## src/design/hsc_pkg.sv

```systemverilog
// shared types and constants for the heapsort block with compare count
package hsc_pkg;

  localparam int DATA_W        = 32;
  localparam int POS_W         = 6;
  localparam int CNT_W         = 12;
  localparam int MAX_ITEMS_DEF = 64;

  localparam logic [CNT_W-1:0] COUNT_MAX = {CNT_W{1'b1}};

  typedef struct packed {
    logic signed [DATA_W-1:0] value;
    logic                     last_item;
  } in_word_t;

  typedef struct packed {
    logic signed [DATA_W-1:0] sorted_value;
    logic [POS_W-1:0]         position;
    logic                     end_of_run;
    logic [CNT_W-1:0]         compare_count;
    logic                     overflow;
  } out_word_t;

endpackage

```

## src/design/hsc_mem.sv

```systemverilog
// value store: one write port, one registered read port
module hsc_mem #(
  parameter int DEPTH = hsc_pkg::MAX_ITEMS_DEF,
  parameter int AW    = $clog2(DEPTH)
) (
  input  logic                             clk,
  input  logic                             we,
  input  logic [AW-1:0]                    waddr,
  input  logic signed [hsc_pkg::DATA_W-1:0] wdata,
  input  logic                             re,
  input  logic [AW-1:0]                    raddr,
  output logic signed [hsc_pkg::DATA_W-1:0] rdata
);

  logic signed [hsc_pkg::DATA_W-1:0] store [DEPTH];

  always_ff @(posedge clk) begin
    if (we) begin
      store[waddr] <= wdata;
    end
  end

  always_ff @(posedge clk) begin
    if (re) begin
      rdata <= store[raddr];
    end
  end

endmodule

```

## src/design/hsc_ctrl.sv

```systemverilog
// load, heap build, sort-down and emit sequencer around the value store
module hsc_ctrl #(
  parameter int MAX_ITEMS = hsc_pkg::MAX_ITEMS_DEF,
  parameter int AW        = $clog2(MAX_ITEMS),
  parameter int CW        = $clog2(MAX_ITEMS + 1),
  parameter int KW        = AW + 1
) (
  input  logic                              clk,
  input  logic                              rst,
  input  logic                              in_valid,
  output logic                              in_stall,
  input  hsc_pkg::in_word_t                 in_word,
  output logic                              emit_valid,
  input  logic                              emit_ready,
  output hsc_pkg::out_word_t                emit_word,
  output logic                              we,
  output logic [AW-1:0]                     waddr,
  output logic signed [hsc_pkg::DATA_W-1:0] wdata,
  output logic                              re,
  output logic [AW-1:0]                     raddr,
  input  logic signed [hsc_pkg::DATA_W-1:0] rdata
);

  localparam logic [3:0] S_IDLE   = 4'd0;
  localparam logic [3:0] S_BUILD  = 4'd1;
  localparam logic [3:0] S_RD_TOP = 4'd2;
  localparam logic [3:0] S_CARRY  = 4'd3;
  localparam logic [3:0] S_NEXT   = 4'd4;
  localparam logic [3:0] S_RD1    = 4'd5;
  localparam logic [3:0] S_RD2    = 4'd6;
  localparam logic [3:0] S_CMP    = 4'd7;
  localparam logic [3:0] S_SW_R0  = 4'd8;
  localparam logic [3:0] S_SW_RI  = 4'd9;
  localparam logic [3:0] S_SW_W   = 4'd10;
  localparam logic [3:0] S_EM_RD  = 4'd11;
  localparam logic [3:0] S_EM_OUT = 4'd12;

  localparam logic [CW-1:0] MAX_CNT = CW'(MAX_ITEMS);

  logic [3:0]                       state, state_next;
  logic [CW-1:0]                    count, count_next;
  logic                             ovf, ovf_next;
  logic [hsc_pkg::CNT_W-1:0]        cmp, cmp_next;
  logic [CW-1:0]                    n, n_next;
  logic [CW-1:0]                    lim, lim_next;
  logic [AW-1:0]                    idx, idx_next;
  logic                             sorting, sorting_next;
  logic [AW-1:0]                    hole, hole_next;
  logic [KW-1:0]                    child, child_next;
  logic signed [hsc_pkg::DATA_W-1:0] carried, carried_next;
  logic signed [hsc_pkg::DATA_W-1:0] cval, cval_next;
  logic signed [hsc_pkg::DATA_W-1:0] tmp, tmp_next;
  logic [AW-1:0]                    p, p_next;

  logic [KW-1:0] child_inc;
  logic [KW-1:0] lim_k;
  logic          emit_last;

  assign child_inc = child + KW'(1);
  assign lim_k     = KW'(lim);
  assign emit_last = (KW'(p) + KW'(1)) == KW'(n);

  assign in_stall = (state != S_IDLE);

  always_comb begin
    state_next   = state;
    count_next   = count;
    ovf_next     = ovf;
    cmp_next     = cmp;
    n_next       = n;
    lim_next     = lim;
    idx_next     = idx;
    sorting_next = sorting;
    hole_next    = hole;
    child_next   = child;
    carried_next = carried;
    cval_next    = cval;
    tmp_next     = tmp;
    p_next       = p;
    we           = 1'b0;
    waddr        = hole;
    wdata        = carried;
    re           = 1'b0;
    raddr        = hole;
    emit_valid   = 1'b0;
    emit_word.sorted_value  = rdata;
    emit_word.position      = hsc_pkg::POS_W'(p);
    emit_word.end_of_run    = emit_last;
    emit_word.compare_count = emit_last ? cmp : '0;
    emit_word.overflow      = ovf;

    case (state)
      S_IDLE: begin
        if (in_valid) begin
          if (count < MAX_CNT) begin
            we         = 1'b1;
            waddr      = count[AW-1:0];
            wdata      = in_word.value;
            count_next = count + CW'(1);
          end else begin
            ovf_next = 1'b1;
          end
          if (in_word.last_item) begin
            n_next     = (count < MAX_CNT) ? count + CW'(1) : count;
            state_next = S_BUILD;
          end
        end
      end
      S_BUILD: begin
        lim_next = n;
        if (n >= CW'(2)) begin
          idx_next     = AW'((n >> 1) - CW'(1));
          hole_next    = AW'((n >> 1) - CW'(1));
          child_next   = {AW'((n >> 1) - CW'(1)), 1'b1};
          sorting_next = 1'b0;
          state_next   = S_RD_TOP;
        end else begin
          p_next     = '0;
          state_next = S_EM_RD;
        end
      end
      S_RD_TOP: begin
        re         = 1'b1;
        raddr      = hole;
        state_next = S_CARRY;
      end
      S_CARRY: begin
        carried_next = rdata;
        state_next   = S_NEXT;
      end
      S_NEXT: begin
        if (child < lim_k) begin
          re         = 1'b1;
          raddr      = child[AW-1:0];
          state_next = S_RD1;
        end else begin
          // sift finished: drop the carried word into the hole
          we    = 1'b1;
          waddr = hole;
          wdata = carried;
          if (!sorting) begin
            if (idx == '0) begin
              sorting_next = 1'b1;
              idx_next     = AW'(n - CW'(1));
              state_next   = S_SW_R0;
            end else begin
              idx_next   = idx - AW'(1);
              hole_next  = idx - AW'(1);
              child_next = {idx - AW'(1), 1'b1};
              state_next = S_RD_TOP;
            end
          end else begin
            if (idx == AW'(1)) begin
              p_next     = '0;
              state_next = S_EM_RD;
            end else begin
              idx_next   = idx - AW'(1);
              state_next = S_SW_R0;
            end
          end
        end
      end
      S_RD1: begin
        cval_next = rdata;
        if (child_inc < lim_k) begin
          re         = 1'b1;
          raddr      = child_inc[AW-1:0];
          state_next = S_RD2;
        end else begin
          state_next = S_CMP;
        end
      end
      S_RD2: begin
        if (cval < rdata) begin
          cval_next  = rdata;
          child_next = child_inc;
        end
        state_next = S_CMP;
      end
      S_CMP: begin
        if (cmp != hsc_pkg::COUNT_MAX) begin
          cmp_next = cmp + hsc_pkg::CNT_W'(1);
        end
        we    = 1'b1;
        waddr = hole;
        if (carried >= cval) begin
          wdata = carried;
          if (!sorting) begin
            if (idx == '0) begin
              sorting_next = 1'b1;
              idx_next     = AW'(n - CW'(1));
              state_next   = S_SW_R0;
            end else begin
              idx_next   = idx - AW'(1);
              hole_next  = idx - AW'(1);
              child_next = {idx - AW'(1), 1'b1};
              state_next = S_RD_TOP;
            end
          end else begin
            if (idx == AW'(1)) begin
              p_next     = '0;
              state_next = S_EM_RD;
            end else begin
              idx_next   = idx - AW'(1);
              state_next = S_SW_R0;
            end
          end
        end else begin
          wdata      = cval;
          hole_next  = child[AW-1:0];
          child_next = {child[AW-1:0], 1'b1};
          state_next = S_NEXT;
        end
      end
      S_SW_R0: begin
        re         = 1'b1;
        raddr      = '0;
        state_next = S_SW_RI;
      end
      S_SW_RI: begin
        tmp_next   = rdata;
        re         = 1'b1;
        raddr      = idx;
        state_next = S_SW_W;
      end
      S_SW_W: begin
        // root goes to the end, old end word sifts down from the root
        carried_next = rdata;
        we           = 1'b1;
        waddr        = idx;
        wdata        = tmp;
        hole_next    = '0;
        child_next   = KW'(1);
        lim_next     = CW'(idx);
        state_next   = S_NEXT;
      end
      S_EM_RD: begin
        re         = 1'b1;
        raddr      = p;
        state_next = S_EM_OUT;
      end
      S_EM_OUT: begin
        emit_valid = 1'b1;
        if (emit_ready) begin
          if (emit_last) begin
            count_next = '0;
            cmp_next   = '0;
            ovf_next   = 1'b0;
            state_next = S_IDLE;
          end else begin
            p_next     = p + AW'(1);
            state_next = S_EM_RD;
          end
        end
      end
      default: begin
        state_next = S_IDLE;
      end
    endcase
  end

  always_ff @(posedge clk) begin
    if (rst) begin
      state <= S_IDLE;
      count <= '0;
      ovf   <= 1'b0;
      cmp   <= '0;
    end else begin
      state <= state_next;
      count <= count_next;
      ovf   <= ovf_next;
      cmp   <= cmp_next;
    end
  end

  always_ff @(posedge clk) begin
    n       <= n_next;
    lim     <= lim_next;
    idx     <= idx_next;
    sorting <= sorting_next;
    hole    <= hole_next;
    child   <= child_next;
    carried <= carried_next;
    cval    <= cval_next;
    tmp     <= tmp_next;
    p       <= p_next;
  end

endmodule

```

## src/design/heap_sort_with_compare_count_top.sv

```systemverilog
// heapsort with compare count: loads words, sorts on the last one, emits ascending
// loading: one input word per cycle while in_stall is low; the word marked last starts the sort
// sort: each sift level steps through child read, sibling read (when a sibling exists), child pick, and
//   compare and write back
// emit: each output word is read through the store read port before it is offered, then ready for the next set
// reset clears the fill count, compare count, overflow flag and handshake state; no store clearing
module heap_sort_with_compare_count_top #(
  parameter int MAX_ITEMS = hsc_pkg::MAX_ITEMS_DEF
) (
  input  logic               clk,
  input  logic               rst,
  input  logic               in_valid,
  output logic               in_stall,
  input  hsc_pkg::in_word_t  in_word,
  output logic               out_valid,
  input  logic               out_stall,
  output hsc_pkg::out_word_t out_word
);

  localparam int AW = $clog2(MAX_ITEMS);

  logic                              emit_valid;
  logic                              emit_ready;
  hsc_pkg::out_word_t                emit_word;
  logic                              we;
  logic [AW-1:0]                     waddr;
  logic signed [hsc_pkg::DATA_W-1:0] wdata;
  logic                              re;
  logic [AW-1:0]                     raddr;
  logic signed [hsc_pkg::DATA_W-1:0] rdata;

  hsc_mem #(
    .DEPTH (MAX_ITEMS),
    .AW    (AW)
  ) u_mem (
    .clk   (clk),
    .we    (we),
    .waddr (waddr),
    .wdata (wdata),
    .re    (re),
    .raddr (raddr),
    .rdata (rdata)
  );

  hsc_ctrl #(
    .MAX_ITEMS (MAX_ITEMS)
  ) u_ctrl (
    .clk        (clk),
    .rst        (rst),
    .in_valid   (in_valid),
    .in_stall   (in_stall),
    .in_word    (in_word),
    .emit_valid (emit_valid),
    .emit_ready (emit_ready),
    .emit_word  (emit_word),
    .we         (we),
    .waddr      (waddr),
    .wdata      (wdata),
    .re         (re),
    .raddr      (raddr),
    .rdata      (rdata)
  );

  assign emit_ready = !out_valid || !out_stall;

  always_ff @(posedge clk) begin
    if (rst) begin
      out_valid <= 1'b0;
    end else if (emit_valid && emit_ready) begin
      out_valid <= 1'b1;
    end else if (!out_stall) begin
      out_valid <= 1'b0;
    end
  end

  always_ff @(posedge clk) begin
    if (emit_valid && emit_ready) begin
      out_word <= emit_word;
    end
  end

endmodule

```

## config.mk

```make
export PLATFORM = sky130hd
export DESIGN_NAME = heap_sort_with_compare_count_top
export DESIGN_NICKNAME = d
export VERILOG_FILES = /design/src/design/hsc_pkg.sv /design/src/design/hsc_mem.sv /design/src/design/hsc_ctrl.sv /design/src/design/heap_sort_with_compare_count_top.sv
export SDC_FILE = /design/constraint.sdc
export NUM_CORES = 2
export LEC_CHECK = 0
export BUFFER_PORTS_ARGS = -buffer_cell sky130_fd_sc_hd__buf_4
export CORE_MARGIN = 4
export CORE_UTILIZATION = 55
export CTS_CLUSTER_DIAMETER = 80
export DETAILED_ROUTE_END_ITERATION = 6
export PLACE_DENSITY_LB_ADDON = 0.15
export REMOVE_ABC_BUFFERS = 1
export SETUP_SLACK_MARGIN = 0.3
export SLEW_MARGIN = 30
export SYNTH_ARGS = -nofsm -noshare
export SYNTH_HDL_FRONTEND = slang
export SYNTH_HIERARCHICAL = 1
export SYNTH_SLANG_ARGS = --single-unit
```

## constraint.sdc

```tcl
create_clock -name clk -period 7.4 [get_ports clk]
set_clock_uncertainty 0.2 [all_clocks]
set_input_delay 1.48 -clock clk [delete_from_list [all_inputs] [get_ports clk]]
set_output_delay 1.48 -clock clk [all_outputs]
set_load 0.03 [all_outputs]
```

==> results by group <==
Placement
  • Post-DP HPWL: 158000 um
  • RD Place Congestion: 0.922
  • Port Buffers: 90
  • Pre-CTS setup slack: 628 ps

Critical path
  • Origin of the worst setup path: u_ctrl/child[0]$_DFFE_PP_
  • Reg2Reg Setup Slack: 560 ps
  • Critical path type: reg2reg
  • Setup crit start kind: register
  • FF-to-FF path depth: 19
  • Worst EP arrival: 7260 ps
  • R2r startpoint: u_ctrl/child[0]$_DFFE_PP_
  • FF-to-FF End: u_mem/rdata[13]$_DFFE_PP_
  • CP max FO: 27
  • CP Capture Point: u_mem/rdata[13]$_DFFE_PP_
  • Data required time of the worst path: 7820 ps
  • Crit. End Element: register

CTS
  • CTS tree: built
  • TritonCTS buffer count: 225
  • H-tree depth: 4
  • Post-CTS setup buffers: 0
  • Clock sinks: 2293
  • CTS Buffer Depth: 3
  • Clk root buf: clkbuf_16
  • Clock slew at reported path FFs: 60 ps
  • Worst-Skew Late Latency: 880 ps

Synthesis
  • Ys Warns: 6
  • Post-synth EDFFs: 2268
  • Distinct cell type count after synthesis: 76
  • Avg Cell Area, Syn: 19.8 sq um
  • Mapped Cells: 4621
  • Synth Register Bits: 2293
  • Post-synth ARST share: 0
  • Main synth FF type: edfxtp_1
  • Post-synthesis sequential area ratio: 0.751
  • Synthesized cell area: 91300 sq um

Status
  • Status: finished with violations
  • Failing checks: DRC

Cells and area
  • Nets: 4993
  • Finished Core Util: 0.624
  • Layout area overhead: 12.6%
  • Share of post-route cells with drive strength above 1: 0.239

Global route
  • First-pass GRT wire length: 357000 um
  • Global route total overflow: 0
  • GRT Total Usage: 0.294
  • Vias in the first global route: 46500
  • Largest net degree at the start of global routing: 76
  • Initial antenna violation count: 13

STA
  • Crit path time final: 6840 ps
  • Final worst setup slack: 561 ps
  • Final period util: 0.924
  • Fmax: 0.146 GHz
  • WHS: 261 ps
  • Setup-failing EPs final: 0
  • Slew Limit Headroom: 0.319
  • Final Hold Viols: 0
  • Measured slew at the worst slew-check pin: 1020 ps
  • Final Slew Violations: 0
  • RSZ-0062 raised after global routing: false

Route
  • WL final: 254000 um
  • Drt initial violations: 7556
  • Met2 WL: 118000 um
  • Drc violations: 1
  • Highest Signal Layer: met5
  • Metal3 WL: 28600 um
  • DRT Pass-1 Iters: 7
  • Routed len/inst: 35.0 um
  • Vias per Instance: 6.68
  • ANT nets after route: 0
  • DRT met1 WL: 97200 um
  • DR vias: 48400

Power
  • Flop pwr share: 0.484
  • PD cells: 318 nW/um^2
  • Sw Share: 0.281
  • Pleak: 33.5 nW
  • Pint: 23.5 mW
  • Comb power frac: 0.179
  • Clock share of power: 0.337
  • Peak VDD IR: 283 uV
  • Switching power total: 9.18 mW

Die
  • Row count: 149
  • Die Footprint: 173000 sq um
  • Core Region: 165000 sq um
  • I/O pin total: 91
  • Die height: 415 um
  • Initial core utilization: 0.554
  • Die X: 415 um

Job
  • Number of max-cap violations: 0

Hold path
  • Min-delay worst type: reg2reg
## cell families after synthesis
family | Yosys count | synth area share
adders and majority gates | 85 | 0.0116
DFF | 2293 | 0.751
muxes | 668 | 0.134
and+or+nand+nor | 564 | 0.0295
AOI/OAI and AO/OA | 601 | 0.0461
buffers and inverters | 367 | 0.0225
xor gates and xnor gates | 43 | 0.00458
## worst min path at each step
stage / slack [ps] / from / to / depth (start not counted)
after floorplan: 210 / u_ctrl/ovf$_SDFFE_PP0P_ / out_word[0]$_DFFE_PP_ / 0
after global placement: 250 / u_ctrl/ovf$_SDFFE_PP0P_ / out_word[0]$_DFFE_PP_ / 0
after global routing: 280 / u_ctrl/ovf$_SDFFE_PP0P_ / out_word[0]$_DFFE_PP_ / 0
after detailed placement: 250 / u_ctrl/ovf$_SDFFE_PP0P_ / out_word[0]$_DFFE_PP_ / 0
final: 260 / u_ctrl/ovf$_SDFFE_PP0P_ / out_word[0]$_DFFE_PP_ / 0
after CTS: 260 / u_ctrl/ovf$_SDFFE_PP0P_ / out_word[0]$_DFFE_PP_ / 0
## power groups by stage
stage | combinational (mW) | clock (mW) | sequential, mW
6_report | 5.85 | 11.0 | 15.8
5_1_grt | 6.10 | 11.8 | 15.8
4_1_cts | 5.79 | 11.2 | 15.8
3_5_place_dp | 5.77 | 0 | 16.1
3_3_place_gp | 5.67 | 0 | 16.1
2_1_floorplan | 5.30 | 0 | 16.0
## cell type report
| cell class | count | area, sq um |
|---|---|---|
| fill | 11400 | 62100 |
| antenna | 2 | 5.00 |
| inverter | 84 | 315 |
| clock buffer | 274 | 5840 |
| multi-input combinational | 1961 | 21400 |
| clock inverter | 138 | 1250 |
| tap | 2189 | 2740 |
| sequential | 2293 | 68600 |
| timing repair buffer | 306 | 2730 |
## routing by layer
layer	track usage	up-vias
met5	0	-
met4	0.109	6
met1	0.422	25500
li1	-	19600
met3	0.0674	410
met2	0.448	2917
## through the flow
step / cells / area, sq um / TNS, ps / total power [mW]
2_1_floorplan: 4338 / 89600 / -610980 / 21.3
3_3_place_gp: 6822 / 95500 / 0 / 21.7
6_report: 7247 / 103000 / 0 / 32.7
5_1_grt: 7245 / 103000 / 0 / 33.7
3_5_place_dp: 6831 / 95700 / 0 / 21.8
4_1_cts: 7243 / 103000 / 0 / 32.7
## sequential cells by signal, indices dropped and copies added, names as in the netlist
signal	cells
out_valid	1
out_word	52
u_ctrl/carried	32
u_ctrl/child	7
u_ctrl/cmp	12
u_ctrl/count	7
u_ctrl/cval	32
u_ctrl/hole	6
u_ctrl/idx	6
u_ctrl/lim	7
u_ctrl/n	7
u_ctrl/ovf	1
u_ctrl/p	6
u_ctrl/sorting	1
u_ctrl/state	4
u_ctrl/tmp	32
u_mem/rdata	32
u_mem/store	2048
## Yosys cell counts (16+ instances only)
library cell,number,area (sq um)
mux2i_1,216,2160
xor2_1,24,210
nand3_1,73,365
nand4_1,21,131
dfxtp_1,25,500
and2_1,19,119
a22oi_1,133,998
buf_6,33,372
a21oi_1,82,410
xnor2_1,16,140
buf_4,65,488
nor3_1,27,135
ha_1,85,1060
edfxtp_1,2268,68100
inv_1,83,312
nand2_1,157,589
buf_2,63,315
nor2b_1,25,156
o22ai_1,46,288
o221ai_1,25,219
clkbuf_1,102,383
o21ai_0,99,495
and3_1,19,119
mux4_2,446,10000
a211oi_1,32,240
nand2b_1,18,113
a221o_1,28,280
nor2_1,160,601
a31oi_1,26,163
## placed cells by master (no fill, tap or decap), drive strengths merged, types with 14 or more instances in the layout
| master | count |
|---|---|
| buf | 306 |
| ha | 85 |
| a31oi | 26 |
| mux2i | 216 |
| nor2b | 25 |
| xor2 | 24 |
| clkbuf | 274 |
| clkinv | 112 |
| o21ai | 100 |
| a221o | 28 |
| and2 | 20 |
| nand2b | 18 |
| nor3 | 27 |
| a22oi | 133 |
| bufinv | 14 |
| xnor2 | 16 |
| nand2 | 157 |
| a21oi | 83 |
| nor2 | 160 |
| nand4 | 21 |
| and3 | 19 |
| nand3 | 74 |
| inv | 90 |
| dfxtp | 25 |
| o211ai | 15 |
| o221ai | 25 |
| edfxtp | 2268 |
| o22ai | 46 |
| mux4 | 446 |
| a211oi | 32 |
## critical path, stage by stage, from the launching register on
cell	delay [ps]
edfxtp_1	560
ha_1	300
and3_1	220
nand3_1	110
xnor2_1	180
ha_1	320
nand3_1	90
a211oi_1	360
nor2_1	170
o211a_1	240
o22ai_1	390
nand2_1	170
nand2_4	450
buf_4	320
buf_4	490
mux4_2	560
nor2b_1	140
a211oi_1	660
o21ai_0	400
and3_1	250
## what timing repair did
action                                  CTS  global route
resized for setup                         0             1
endpoints found under the setup margin    0             1
hold buffers                              0             0
hold endpoints to repair                  0             0
(Power assumes the default switching activity.)
